$ cat config.mk
export PLATFORM = sky130hd
export DESIGN_NAME = ufl_queue
export DESIGN_NICKNAME = d
export VERILOG_FILES = /design/src/hdl/ufl_pkg.sv /design/src/hdl/ufl_queue.sv
export VERILOG_INCLUDE_DIRS = /design/src /design/src/hdl
export SDC_FILE = /design/constraint.sdc
export NUM_CORES = 1
export LEC_CHECK = 0
export ABC_AREA = 1
export BUFFER_PORTS_ARGS = -buffer_cell sky130_fd_sc_hd__buf_4
export CAP_MARGIN = 15
export CORE_UTILIZATION = 55
export CTS_CLUSTER_DIAMETER = 30
export DETAILED_ROUTE_END_ITERATION = 10
export GPL_ROUTABILITY_DRIVEN = 0
export HOLD_SLACK_MARGIN = 0.12
export PLACE_DENSITY = 0.73
export RECOVER_POWER = 50
export SYNTH_ARGS = -nofsm -noshare
export SYNTH_HDL_FRONTEND = slang
export SYNTH_SLANG_ARGS = --single-unit
$ cat constraint.sdc
create_clock -name clock -period 13.36 [get_ports clock]
set_clock_uncertainty 0.05 [all_clocks]
set_input_delay 2.672 -clock clock [delete_from_list [all_inputs] [get_ports clock]]
set_output_delay 2.672 -clock clock [all_outputs]
set_load 0.02 [all_outputs]
$ cat src/hdl/assert_macros.svh
// assertion macros for the rtl files, used by ufl_queue
// no dependencies; define ASSERT_OFF to drop all checks
`ifndef ASSERT_MACROS_SVH
`define ASSERT_MACROS_SVH
`ifndef ASSERT_OFF
`define ASSERT_NEVER(label, clk, rst, cond) \
   label: assert property (@(posedge clk) disable iff (rst) !(cond)) \
      else $error("%m: forbidden condition seen");
`define ASSERT_IMPLY_NEXT(label, clk, rst, ante, cons) \
   label: assert property (@(posedge clk) disable iff (rst) (ante) |=> (cons)) \
      else $error("%m: next-cycle check failed");
`else
`define ASSERT_NEVER(label, clk, rst, cond)
`define ASSERT_IMPLY_NEXT(label, clk, rst, ante, cons)
`endif
`endif

$ cat src/hdl/ufl_pkg.sv
// shared types, widths, codes and rounding helpers for the unicycle speed block
// no dependencies
package ufl_pkg;

   localparam int SPEED_WIDTH  = 16;
   localparam int ANGLE_WIDTH  = 16;
   localparam int LEAD_W       = 16;
   localparam int LIM_W        = 15;
   localparam int STEPS        = 16;
   localparam int CORDIC_W     = 33;
   localparam int CS_W         = 17;
   localparam int PROD_W       = CS_W + SPEED_WIDTH;
   localparam int SUM_W        = PROD_W + 1;
   localparam int V_W          = SUM_W - 14;
   localparam int WP_W         = SUM_W + LEAD_W + 1;
   localparam int W_W          = WP_W - 22;
   localparam int DEN_W        = W_W;
   localparam int NUM_W        = W_W + LIM_W + 2;
   localparam int QUEUE_DEPTH  = 4;
   localparam int ADDR_W       = 4;
   localparam int CSR_W        = 32;

   localparam logic signed [CORDIC_W-1:0] X_START = CORDIC_W'(652032874);

   localparam logic [31:0] ATAN_TABLE [STEPS] = '{
      32'h20000000, 32'h12E4051E, 32'h09FB385B, 32'h051111D4,
      32'h028B0D43, 32'h0145D7E1, 32'h00A2F61E, 32'h00517C55,
      32'h0028BE53, 32'h00145F2F, 32'h000A2F98, 32'h000517CC,
      32'h00028BE6, 32'h000145F3, 32'h0000A2FA, 32'h0000517D
   };

   localparam logic [1:0] KIND_NONE    = 2'd0;
   localparam logic [1:0] KIND_LINEAR  = 2'd1;
   localparam logic [1:0] KIND_ANGULAR = 2'd2;

   localparam logic [1:0] REG_LEAD_INVERSE = 2'd0;
   localparam logic [1:0] REG_MAX_LINEAR   = 2'd1;
   localparam logic [1:0] REG_MAX_ANGULAR  = 2'd2;

   typedef struct packed {
      logic        [ANGLE_WIDTH-1:0] heading;
      logic signed [SPEED_WIDTH-1:0] desired_vx;
      logic signed [SPEED_WIDTH-1:0] desired_vy;
   } req_type;

   typedef struct packed {
      logic signed [SPEED_WIDTH-1:0] linear_speed;
      logic signed [SPEED_WIDTH-1:0] angular_speed;
      logic        [1:0]             limit_kind;
   } rsp_type;

   // classified item handed from front to back
   typedef struct packed {
      logic        [1:0]       kind;
      logic signed [W_W-1:0]   v;
      logic signed [W_W-1:0]   w;
      logic                    v_neg;
      logic                    w_neg;
      logic        [LIM_W-1:0] v_lim;
      logic        [LIM_W-1:0] w_lim;
      logic        [NUM_W-1:0] num;
      logic        [DEN_W-1:0] den;
   } job_type;

   // round half away from zero, drop 15 bits
   function automatic logic signed [CS_W-1:0] rnd_cs(input logic signed [CORDIC_W-1:0] val);
      logic signed [CORDIC_W-1:0] bias;
      logic signed [CORDIC_W-1:0] t;
      bias = val[CORDIC_W-1] ? CORDIC_W'(16383) : CORDIC_W'(16384);
      t = (val + bias) >>> 15;
      return t[CS_W-1:0];
   endfunction

   function automatic logic signed [V_W-1:0] rnd_v(input logic signed [SUM_W-1:0] val);
      logic signed [SUM_W-1:0] bias;
      logic signed [SUM_W-1:0] t;
      bias = val[SUM_W-1] ? SUM_W'(16383) : SUM_W'(16384);
      t = (val + bias) >>> 15;
      return t[V_W-1:0];
   endfunction

   function automatic logic signed [W_W-1:0] rnd_w(input logic signed [WP_W-1:0] val);
      logic signed [WP_W-1:0] bias;
      logic signed [WP_W-1:0] t;
      bias = val[WP_W-1] ? WP_W'(23'h3FFFFF) : WP_W'(23'h400000);
      t = (val + bias) >>> 23;
      return t[W_W-1:0];
   endfunction

   function automatic logic signed [SPEED_WIDTH-1:0] sat_speed(input logic signed [W_W-1:0] val);
      logic signed [W_W-1:0] hi;
      logic signed [W_W-1:0] lo;
      hi = W_W'((2 ** (SPEED_WIDTH - 1)) - 1);
      lo = -hi - W_W'(1);
      if (val > hi) return hi[SPEED_WIDTH-1:0];
      else if (val < lo) return lo[SPEED_WIDTH-1:0];
      return val[SPEED_WIDTH-1:0];
   endfunction

endpackage

$ cat src/hdl/ufl_queue.sv
// short fifo of classified items between front and back
// depends on ufl_pkg and assert_macros.svh
`include "assert_macros.svh"
module ufl_queue (
   input  logic             clock,
   input  logic             reset,
   input  logic             push_valid,
   output logic             push_ready,
   input  ufl_pkg::job_type push_data,
   output logic             pop_valid,
   input  logic             pop_ready,
   output ufl_pkg::job_type pop_data
);
   import ufl_pkg::*;

   localparam int PTR_W = $clog2(QUEUE_DEPTH);
   localparam int CNT_W = $clog2(QUEUE_DEPTH + 1);

   job_type          mem_ff [QUEUE_DEPTH];
   logic [PTR_W-1:0] wr_ff, rd_ff;
   logic [CNT_W-1:0] count_ff;
   logic             push, pop;

   assign push_ready = count_ff != CNT_W'(QUEUE_DEPTH);
   assign pop_valid  = count_ff != '0;
   assign pop_data   = mem_ff[rd_ff];
   assign push       = push_valid && push_ready;
   assign pop        = pop_valid && pop_ready;

   always_ff @(posedge clock) begin
      if (reset) begin
         wr_ff    <= '0;
         rd_ff    <= '0;
         count_ff <= '0;
      end else begin
         if (push) wr_ff <= wr_ff + PTR_W'(1);
         if (pop) rd_ff <= rd_ff + PTR_W'(1);
         if (push && !pop) count_ff <= count_ff + CNT_W'(1);
         else if (pop && !push) count_ff <= count_ff - CNT_W'(1);
      end
   end

   always_ff @(posedge clock) begin
      if (push) mem_ff[wr_ff] <= push_data;
   end

   `ASSERT_NEVER(a_count_range, clock, reset, count_ff > CNT_W'(QUEUE_DEPTH))
   `ASSERT_NEVER(a_ptr_count, clock, reset, PTR_W'(wr_ff - rd_ff) != count_ff[PTR_W-1:0])
   `ASSERT_IMPLY_NEXT(a_push_grow, clock, reset, push && !pop, count_ff == $past(count_ff) + CNT_W'(1))

endmodule

Word-level counts from Yosys, hierarchy flattened
Memory sizes are Yosys's and may differ from the RTL's. A register that Yosys moved wholly into a read port is not among the register bits.
Cells that the tools add are included.
{"block": "word_totals", "register_bits": 7, "ram_bits": 668, "inputBits": 171, "out_inout_bits": 169, "word_cells": 23, "memories": 1}
{"memory": "mem_ff", "words": 4, "word_bits": 167, "rd": 1, "rd_clocked_by_memory_dff": 1, "wr": 1, "line_no": "ufl_queue.sv:19", "rtl": "job_type mem_ff [QUEUE_DEPTH];"}
{"block": "op_classes", "addsub": 4, "n_eq_ne": 1, "muxes": 6, "n_reduce_logical": 8}
{"operator": "$mux 3", "count": 2}
{"operator": "$add 2x1->2 const B", "count": 2}
{"operator": "$logic_and 1x1->1", "count": 4}
{"operator": "$mux 2", "count": 2}
{"operator": "$add 3x1->3 const B", "count": 1}
{"operator": "$ne 3x3->1 const B", "count": 1}
{"operator": "$reduce_bool 3->1", "count": 1}
{"operator": "$sub 3x1->3 const B", "count": 1}
{"operator": "$logic_not 1->1", "count": 2}
{"operator": "$mux 1", "count": 2}
{"operator": "$reduce_bool 2->1", "count": 1}

Logic depth before layout (Yosys ltp)
{"block": "depth", "ltp_word": 6, "ltp_mapped": 13, "ltp_nobuf": 13}

Least setup slack after synthesis
Ideal clock, no wire load.
{"block": "synth_timing", "path_kind": "input to register", "from": "input push_valid", "to": "memory mem_ff[0][0] (netlist bit), enable pin", "arrival_ns": 9.721, "t_required_ns": 12.613, "path_slack_ns": 2.892, "stages": 2, "n_path_buf": 0, "path_cell_list": "nand2_1 > nor2_1"}
{"block": "synth_between", "elab_chain_len": 3}
{"element": "start, declared", "line_no": "ufl_queue.sv:7", "rtl": "input logic push_valid,"}
{"element": "$logic_and 1x1->1", "line_no": "ufl_queue.sv:27", "rtl": "assign push = push_valid && push_ready;"}
{"element": "$mux 1", "line_no": "ufl_queue.sv:44", "rtl": "if (push) mem_ff[wr_ff] <= push_data;"}
{"element": "$mux 1 (not written as such)", "line_no": "ufl_queue.sv:44"}
{"element": "end, declared", "line_no": "ufl_queue.sv:19"}
Every way passes these cells.

==> out/results.tsv <==
stage	metric	value	unit
synthesis	post-synthesis sequential area ratio	80.3	%
floorplanning	Starting Density	55.7	%
floorplanning	row cnt	78	
final_layout	layout cells sized above 1	17.6	%
power_and_ir_drop	sequential power share	37.4	%
cts	Setup Fix Bufs, Post-CTS	0	
route	wire per inst	20.7	um
synthesis	FFs w/ async S/R, synth	0	%
power_and_ir_drop	logic gate share of total power	23.0	%
cts	clock tree buffer depth	3	
job	max-cap check violation count	2	
synthesis	syn_nets	1859	
worst_setup_path	CP Max Fanout	98	
sta	min Tclk post-route	6.67	ns
global_routing	Tot GR Track Use	24.3	%
synthesis	most frequent cell after synthesis	edfxtp_1	
floorplanning	Die Ht	216	um
route	DRT iter0 DRCs	1183	
route	DRC viols	0	
sta	FMAX	150	MHz
global_routing	vias in the first global route	15900	
synthesis	Cells after Synth	1682	
worst_setup_path	critical path required time	10.64	ns
sta	final setup fails	0	
worst_setup_path	Slowest cell on crit path	buf_4	
cts	Worst-Skew Late Latency	0.63	ns
synthesis	Yosys reg bits	677	
synthesis	Synth cell types	21	
floorplanning	IO Pins	340	
power_and_ir_drop	P_sw	2.15	mW
worst_setup_path	Crit Path Class	register to primary output	
worst_setup_path	Buf/Inv on CP	3	
place	port bufs	339	
final_layout	final net count	2226	
sta	TNS Setup	0	ns
cts	post-cts sizing count	0	
power_and_ir_drop	power per cell area	228	mW/mm2
sta	max-slew violation count	46	
synthesis	Mapped Avg Cell Area	15.0	um2
global_routing	GRT Residual Overflow	0	
global_routing	initial antenna violation count	7	
worst_setup_path	CP most frequent cell	buf_4	
final_layout	non-filler instance count after layout	2751	
global_routing	first-pass GRT wire length	87000	um
sta	Final WS setup	6.69	ns
power_and_ir_drop	Clock power frac	39.6	%
power_and_ir_drop	Lkg Pwr	10.7	nW
synthesis	synthesized area	0.0252	mm2
sta	Final Hold Viols	0	
status	status	complete, but fails checks	
status	failing checks	max-capacitance violations, max-slew violations	
cts	TritonCTS Buffers	115	
place	dpl cells	2532	
worst_setup_path	CP Launch Type	register	
route	post-route ant nets	0	
route	Routed WL	57000	um
synthesis	top-area cell type share of the netlist area	79.6	%
worst_setup_path	CP peak stage delay	0.88	ns
cts	CTS tree	built	
worst_setup_path	critical path cell sequence	buf_4 -> buf_4 -> o21ai_0 -> o22ai_1 -> buf_4	
power_and_ir_drop	Tot Pwr	7.10	mW
cts	hold-fix buffers at CTS	0	
route	Pre-Repair DR Iteration Count	5	
sta	unrepaired setup endpoints after global routing	no	
sta	Worst slew margin	-55.1	%
worst_setup_path	Largest delay share family, worst path	buffers and inverters	
worst_setup_path	critical path arrival	3.94	ns
synthesis	Synth Warn #	0	
place	DP HPWL	30500	um
synthesis	dominant cells by area after synthesis	edfxtp_1, nor2_1, o21ai_0	
synthesis	Post-synth EDFFs	668	
cts	H-tree Lvls	3	
worst_setup_path	crit path capture type	primary output	
place	worst slack at placement	7.39	ns
power_and_ir_drop	Sw Share	30.3	%
power_and_ir_drop	Power Internal	4.95	mW
min_path	Hold Crit Start	rd_ff[1]	
cts	root buf cell	clkbuf_16	
synthesis	Synth area leader	edfxtp_1	
sta	Worst-Margin Slew	2.32	ns
final_layout	area grow syn2layout	23.6	%
route	via count	15600	
power_and_ir_drop	Max IR drop VDD	0.200	mV
cts	clock-pin slew on the worst setup and hold paths	0.05	ns
floorplanning	die width	216	um
sta	post-route clock period utilization	49.9	%
min_path	worst hold path class	register to register	
route	vias per cell	5.68	
cts	clock net sink count	677	
global_routing	pin count of the biggest net entering global routing	177	
floorplanning	die area	0.0467	mm2
synthesis	Synth top cells by count	edfxtp_1, nor2_1, o21ai_0	
floorplanning	core area	0.0453	mm2
worst_setup_path	RR Startpoint	count_ff[0]	
synthesis	Synth Flop Type	edfxtp_1	
## worst register-to-register path, stage by stage (launching register included)
cell,delay [ns]
dfxtp_1,0.38
nor2_1,0.08
nand2_1,0.15
nand2_1,0.16
nor2_1,1.34
clkbuf_1,1.16
buf_4,0.95
## stage by stage
stage,hold WS (ns),util [%],area (um2)
2_1_floorplan,0.409,-,25200
3_3_place_gp,0.427,61.9,28000
3_5_place_dp,0.441,61.9,28000
4_1_cts,0.439,70.2,31800
5_1_grt,0.457,68.8,31100
6_report,0.443,68.8,31200
## cells in the final DEF, fill, tap and decap left out, drive strengths merged
| cell | instances |
|---|---|
| buf | 189 |
| fa | 1 |
| nor2 | 348 |
| o22ai | 167 |
| dfxtp | 9 |
| clkinvlp | 14 |
| nand3 | 4 |
| nand3b | 1 |
| edfxtp | 668 |
| a21oi | 3 |
| clkinv | 42 |
| o21ai | 335 |
| nand2 | 15 |
| clkbuf | 301 |
| diode | 7 |
| ha | 5 |
| inv | 29 |
| xor2 | 1 |
| bufinv | 12 |
## cell type report
class                   count  area, um2
well taps                 600        751
inverters                  16       70.1
flip-flops and latches    677      20200
repair buffers            359       2060
fillers                  3110      14100
multi-input cells         880       4220
diodes                      7       17.5
clock inverters            81        813
clock buffers             131       2980
## registers in the layout, indices dropped and copies added (netlist names), named ones only
| signal | count |
|---|---|
| count_ff | 3 |
| wr_ff | 2 |
| mem_ff | 668 |
| rd_ff | 2 |
## metal layers
metal	vias to the layer above	global-route usage, %	wire, um
met5	-	0	44
met4	6	9.55	1190
met3	101	6.75	4730
met2	586	40.7	29100
met1	7776	30.0	21900
li1	7161	-	-
## power by group through the flow
| stage | Combinational (mW) | Clock [mW] | Sequential [mW] |
|---|---|---|---|
| global route | 1.75 | 2.94 | 2.68 |
| floorplan | 1.02 | 0 | 2.72 |
| detailed placement | 1.66 | 0 | 2.70 |
| finish | 1.64 | 2.81 | 2.66 |
| global placement | 1.63 | 0 | 2.69 |
| CTS | 1.67 | 2.84 | 2.66 |
## path summary, 6_finish.rpt
kind	cells after the start	slack (ns)	end
setup / recovery	5	6.69	pop_data[88]
hold / removal	2	0.44	register
setup reg to reg	6	8.61	mem_ff[2][65]
hold reg to reg	2	0.44	register
## kinds of logic (layout without fill, tap and decap cells)
logic type                 count (synthesis)  count (layout)  synth area share, %
AOI/OAI and AO/OA                        505             505                 10.9
xor gates and xnor gates                   1               1               0.0347
adders and majority gates                  6               6                0.328
buffers and inverters                    125             587                 2.98
DFF                                      677             677                 80.3
other                                      0               7                    0
and+or+nand+nor                          368             368                 5.51
Note: power is estimated with default switching activity, not from simulation.
